## src/hw/rtl/tlr_pkg.sv

```systemverilog
// ----------------------------------------------------------------------------
// tlr_pkg: shared types and constants for the text line rasterizer
// Field widths, command and register codes, sequencer states.
// ----------------------------------------------------------------------------
`default_nettype none

package tlr_pkg;

  // Default sizes of the line and font
  localparam int LINE_DOTS_DEF  = 128;
  localparam int MAX_HEIGHT_DEF = 32;
  localparam int MAX_WIDTH_DEF  = 32;

  // Field widths
  localparam int CMD_W      = 3;
  localparam int CODE_W     = 8;
  localparam int FADDR_W    = 15;
  localparam int FBYTE_W    = 8;
  localparam int ROW_W      = 5;
  localparam int DOTS_W     = 64;
  localparam int FWB_W      = 3;
  localparam int FH_W       = 6;
  localparam int COL_W      = 8;
  localparam int CFG_IDX_W  = 1;
  localparam int CFG_DATA_W = 6;

  // Request commands
  typedef enum logic [CMD_W-1:0] {
    CMD_LOAD    = 3'd0,
    CMD_CHAR    = 3'd1,
    CMD_NEWLINE = 3'd2,
    CMD_END     = 3'd3,
    CMD_CLEAR   = 3'd4
  } cmd_t;

  // Configuration register indexes
  typedef enum logic [CFG_IDX_W-1:0] {
    CFG_FONT_WIDTH  = 1'b0,
    CFG_FONT_HEIGHT = 1'b1
  } cfg_reg_t;

  // Sequencer states
  typedef enum logic [3:0] {
    S_IDLE,
    S_FL_RD,
    S_FL_OUT,
    S_CH_SIZE,
    S_CH_BASE,
    S_CH_RD,
    S_CH_LD,
    S_CH_OR,
    S_CH_WR
  } state_t;

endpackage

`default_nettype wire

```

## src/hw/rtl/tlr_line_store.sv

```systemverilog
// ----------------------------------------------------------------------------
// tlr_line_store: line buffer, one row of dots per entry
// Single write port, one registered read port, per-row valid bits so that
// a whole-line clear only drops the valid bits. A row not valid reads as zero.
// ----------------------------------------------------------------------------
`default_nettype none

module tlr_line_store #(
  parameter int LINE_DOTS  = tlr_pkg::LINE_DOTS_DEF,
  parameter int MAX_HEIGHT = tlr_pkg::MAX_HEIGHT_DEF
) (
  input  logic                              clk,
  input  logic                              rst,
  input  logic [$clog2(MAX_HEIGHT)-1:0]     rd_addr,
  input  logic                              wr_en,
  input  logic [$clog2(MAX_HEIGHT)-1:0]     wr_addr,
  input  logic [((LINE_DOTS+7)/8)*8-1:0]    wr_data,
  input  logic                              clr_all,
  output logic [((LINE_DOTS+7)/8)*8-1:0]    rd_data
);
  import tlr_pkg::*;

  localparam int ROW_BITS = ((LINE_DOTS + 7) / 8) * 8;

  logic [ROW_BITS-1:0]   mem [MAX_HEIGHT];
  logic [MAX_HEIGHT-1:0] row_valid;
  logic [ROW_BITS-1:0]   rd_q;
  logic                  rd_valid_q;

  // Storage and registered read
  always_ff @(posedge clk) begin
    if (wr_en) begin
      mem[wr_addr] <= wr_data;
    end
    rd_q <= mem[rd_addr];
  end

  // Row valid bits: a clear drops them all, a write sets one
  always_ff @(posedge clk) begin
    if (rst) begin
      row_valid  <= '0;
      rd_valid_q <= 1'b0;
    end else begin
      if (clr_all) begin
        row_valid <= '0;
      end else if (wr_en) begin
        row_valid[wr_addr] <= 1'b1;
      end
      rd_valid_q <= row_valid[rd_addr];
    end
  end

  assign rd_data = rd_valid_q ? rd_q : '0;

endmodule

`default_nettype wire

```

## config.mk

```make
export PLATFORM = sky130hd
export DESIGN_NAME = tlr_line_store
export DESIGN_NICKNAME = d
export VERILOG_FILES = /design/src/hw/rtl/tlr_pkg.sv /design/src/hw/rtl/tlr_line_store.sv
export SDC_FILE = /design/constraint.sdc
export NUM_CORES = 2
export LEC_CHECK = 0
export ABC_AREA = 1
export BUFFER_PORTS_ARGS = -buffer_cell sky130_fd_sc_hd__buf_2
export CAP_MARGIN = 30
export CELL_PAD_IN_SITES_DETAIL_PLACEMENT = 0
export CELL_PAD_IN_SITES_GLOBAL_PLACEMENT = 1
export CORE_MARGIN = 10
export CORE_UTILIZATION = 47
export DETAILED_ROUTE_END_ITERATION = 8
export PLACE_DENSITY_LB_ADDON = 0.1
export SLEW_MARGIN = 20
export SYNTH_ARGS = -nofsm -noshare
export SYNTH_HDL_FRONTEND = slang
export SYNTH_SLANG_ARGS = --single-unit
```

## constraint.sdc

```tcl
create_clock -name clk -period 7.3 [get_ports clk]
set_input_delay 0.73 -clock clk [delete_from_list [all_inputs] [get_ports clk]]
set_output_delay 0.73 -clock clk [all_outputs]
set_load 0.02 [all_outputs]
```

==> run_results.csv <==
group,metric,value,unit
clock_network,cts_setup_buffers,0,
grt,grt_first_pass_wirelength,745,mm
clock_network,post_cts_resized,0,
power_and_ir_drop,clkPwrFrac,42.4,%
synthesis,synth_edf_count,4096,
clock_network,clkLatencyLatePin,1.00,ns
timing,fin_crit_sh,51.1,%
die,core,356000,um^2
clock_network,cts.clk_slew.worst_paths,0.06,ns
grt,grt_max_degree,317,
clock_network,cts_max_level,5,
power_and_ir_drop,swShare,22.4,%
die,die-area,382000,um^2
placement,portBuffers,269,
route,via_per_inst,5.78,
timing,layout_min_cycle_time,3.73,ns
timing,fmax,0.268,GHz
route,totalWireLength,517,mm
synthesis,ys_seq_elements,4257,
synthesis,yosysWarnings,0,
critical_path,cp.arrival,3.00,ns
synthesis,yosysUniqueCellTypes,21,
power_and_ir_drop,p_int,40.6,mW
clock_network,clock-root-buffer,"clkbuf_16",
power_and_ir_drop,power_density,279,nW/um^2
timing,setup_tns,0,ns
timing,finClkSkew,0.0369,ns
power_and_ir_drop,p_sw,11.7,mW
critical_path,critical_path_required,6.57,ns
timing,holdWs,0.121,ns
critical_path,crit_chain,"buf_4 -> nand2_1 -> inv_1 -> buf_2",
grt,gr-total-overflow,0,
job,drv_cap,0,
timing,report.final.slew_viol_count,0,
route,ant_nets,0,
clock_network,cts_buffers,448,
timing,setup_viol,0,
power_and_ir_drop,p_comb_share,5.5,%
placement,gp_congestion,0.752,
die,fp-row-count,219,
route,first_iter_violations,11400,
power_and_ir_drop,leakage,66.6,nW
route,num_vias,109000,
route,drc,0,
die,die_x,618,um
layout,area_growth,11.6,%
route,wire_per_inst,27.4,um
power_and_ir_drop,seqPwrFrac,52.1,%
outcome,status,"finished, final reports clean",
critical_path,crit_type,"register to primary output",
synthesis,synthFlopType,"edfxtp_1",
critical_path,critPathCaptureType,"primary output",
timing,slew_headroom,21.3,%
clock_network,cts_sinks,4257,
synthesis,yosysSeqAreaShare,75.0,%
critical_path,slowest_stage,"dfxtp_4",
timing,rsz0062_at_grt,"no",
grt,grt_use_total,26.3,%
clock_network,cts_max_path_buffers,4,
route,firstDrtPassIters,8,
layout,nets,13800,
clock_network,cts_tree,"yes",
synthesis,async_flop_share,0,%
timing,hold_viol_final,0,
clock_network,hold_buffers,0,
die,die_h,618,um
placement,hpwlAfterDp,231,mm
layout,layout-drive-gt1-share,8.06,%
critical_path,crit_path_start_kind,"register",
synthesis,synth_fp_nets,13800,
grt,grt_pass1_vias,105000,
critical_path,cpPeakStageDelay,0.73,ns
timing,max_slew.worst_pin.slew,1.18,ns
synthesis,syn-instance-count,13700,
synthesis,syn_avg_cell_area,12.3,um^2
power_and_ir_drop,max-vdd-ir-drop,0.228,mV
grt,antenna_found_initial,63,
min_path,hp-class,"primary input to register",
die,initial_core_util,47.2,%
critical_path,path_max_fanout,33,
synthesis,netlist_area,168000,um^2
die,boundaryPins,270,
## path summary, 6_finish.rpt
kind	depth (start not counted)	slack, ns	startpoint	end
hold reg to reg	2	0.47	row_valid[21]$_SDFFE_PP0P_	row_valid[21]$_SDFFE_PP0P_
hold / removal	4	0.12	rst	rd_valid_q$_SDFF_PP0_
setup reg to reg	6	5.88	mem[22][53]$_DFFE_PP_	rd_q[53]$_DFF_P_
setup / recovery	4	3.57	rd_valid_q$_SDFF_PP0_	rd_data[61]
## flip-flops by register name (all words and copies together) (netlist names)
name	cells
rd_valid_q	1
rd_q	128
row_valid	32
mem	4096
## cells in the final DEF (no fill, tap or decap)
cell and instances:
clkinv_8 7, a31oi_1 128, diode_2 28, or2_2 1, buf_4 122, inv_8 3
bufinv_16 23, nand3_1 3353, nor3_1 12, clkinv_16 5, dfxtp_1 160, buf_2 264
clkinvlp_4 7, clkinv_4 2, clkinv_2 75, clkinv_1 69, nor2_1 66, dfxtp_4 1
nand2_1 4522, inv_16 4, nor2_4 32, a21oi_1 128, buf_12 75, inv_6 1
clkbuf_8 45, clkbuf_16 458, inv_1 147, buf_8 4, edfxtp_1 4096, o21ai_1 128
buf_16 7, clkbuf_1 150
## synthesized netlist by cell type, types with 12 or more instances
master | number | share of area [%]
buf_6 | 71 | 0.48
buf_2 | 402 | 1.2
a31oi_1 | 128 | 0.48
o21ai_1 | 128 | 0.38
buf_4 | 195 | 0.87
nand3_1 | 3353 | 10
dfxtp_1 | 161 | 1.9
inv_1 | 149 | 0.33
nor2_1 | 98 | 0.22
edfxtp_1 | 4096 | 73
clkbuf_1 | 192 | 0.43
buf_1 | 44 | 0.098
nor3_1 | 12 | 0.036
a21oi_1 | 128 | 0.38
nand2_1 | 4522 | 10
## through the flow
step                cell area, um^2  cells  setup WS, ns  utilization [%]  total power [mW]
floorplan                    168000  13700         0.222                -              29.5
global placement             173000  18000          3.26             48.6              30.6
detailed placement           173000  18000          3.24             48.6              30.7
CTS                          187000  18800          3.44             52.6              52.7
global route                 188000  18900          3.51             52.7              54.0
finish                       188000  18900          3.57             52.7              52.4
## cell families (layout without fill, tap and decap cells)
| kind of cell | count (synthesis) | in the layout | share of synthesized area (%) |
|---|---|---|---|
| simple gates | 7986 | 7986 | 20.3 |
| flops | 4257 | 4257 | 75.0 |
| buf+inv | 1058 | 1468 | 3.43 |
| compound gates | 384 | 384 | 1.24 |
| other cells | 0 | 28 | 0 |
## metal layers
layer | vias up | part of all wire [%] | track usage, %
li1 | 48700 | - | -
met1 | 55600 | 42 | 35.9
met2 | 4027 | 49 | 44.6
met3 | 815 | 6.4 | 3.22
met4 | 34 | 2.7 | 7.37
met5 | - | 0.042 | 0
## power by group through the flow
stage          sequential (mW)  combinational (mW)  clock, mW
2_1_floorplan             27.8                1.77          0
3_3_place_gp              27.8                2.85          0
3_5_place_dp              27.8                2.89          0
4_1_cts                   27.3                2.90       22.6
5_1_grt                   27.3                3.19       23.5
6_report                  27.3                2.90       22.2
## cell type report
cell class	count	area, um^2
well taps	4751	5940
clock inverters	191	1700
flip-flops and latches	4257	126000
multi-input cells	8370	36500
repair buffers	472	3990
clock buffers	653	12600
diodes	28	70.1
inverters	152	636
fillers	30200	168000
## critical path: cells and delay by family, from the launching register on
kind          cells  cell delay [ns]
flops             1             0.73
buf+inv           3             0.91
simple gates      1             0.32
Note: power is estimated with default switching activity, not from simulation.
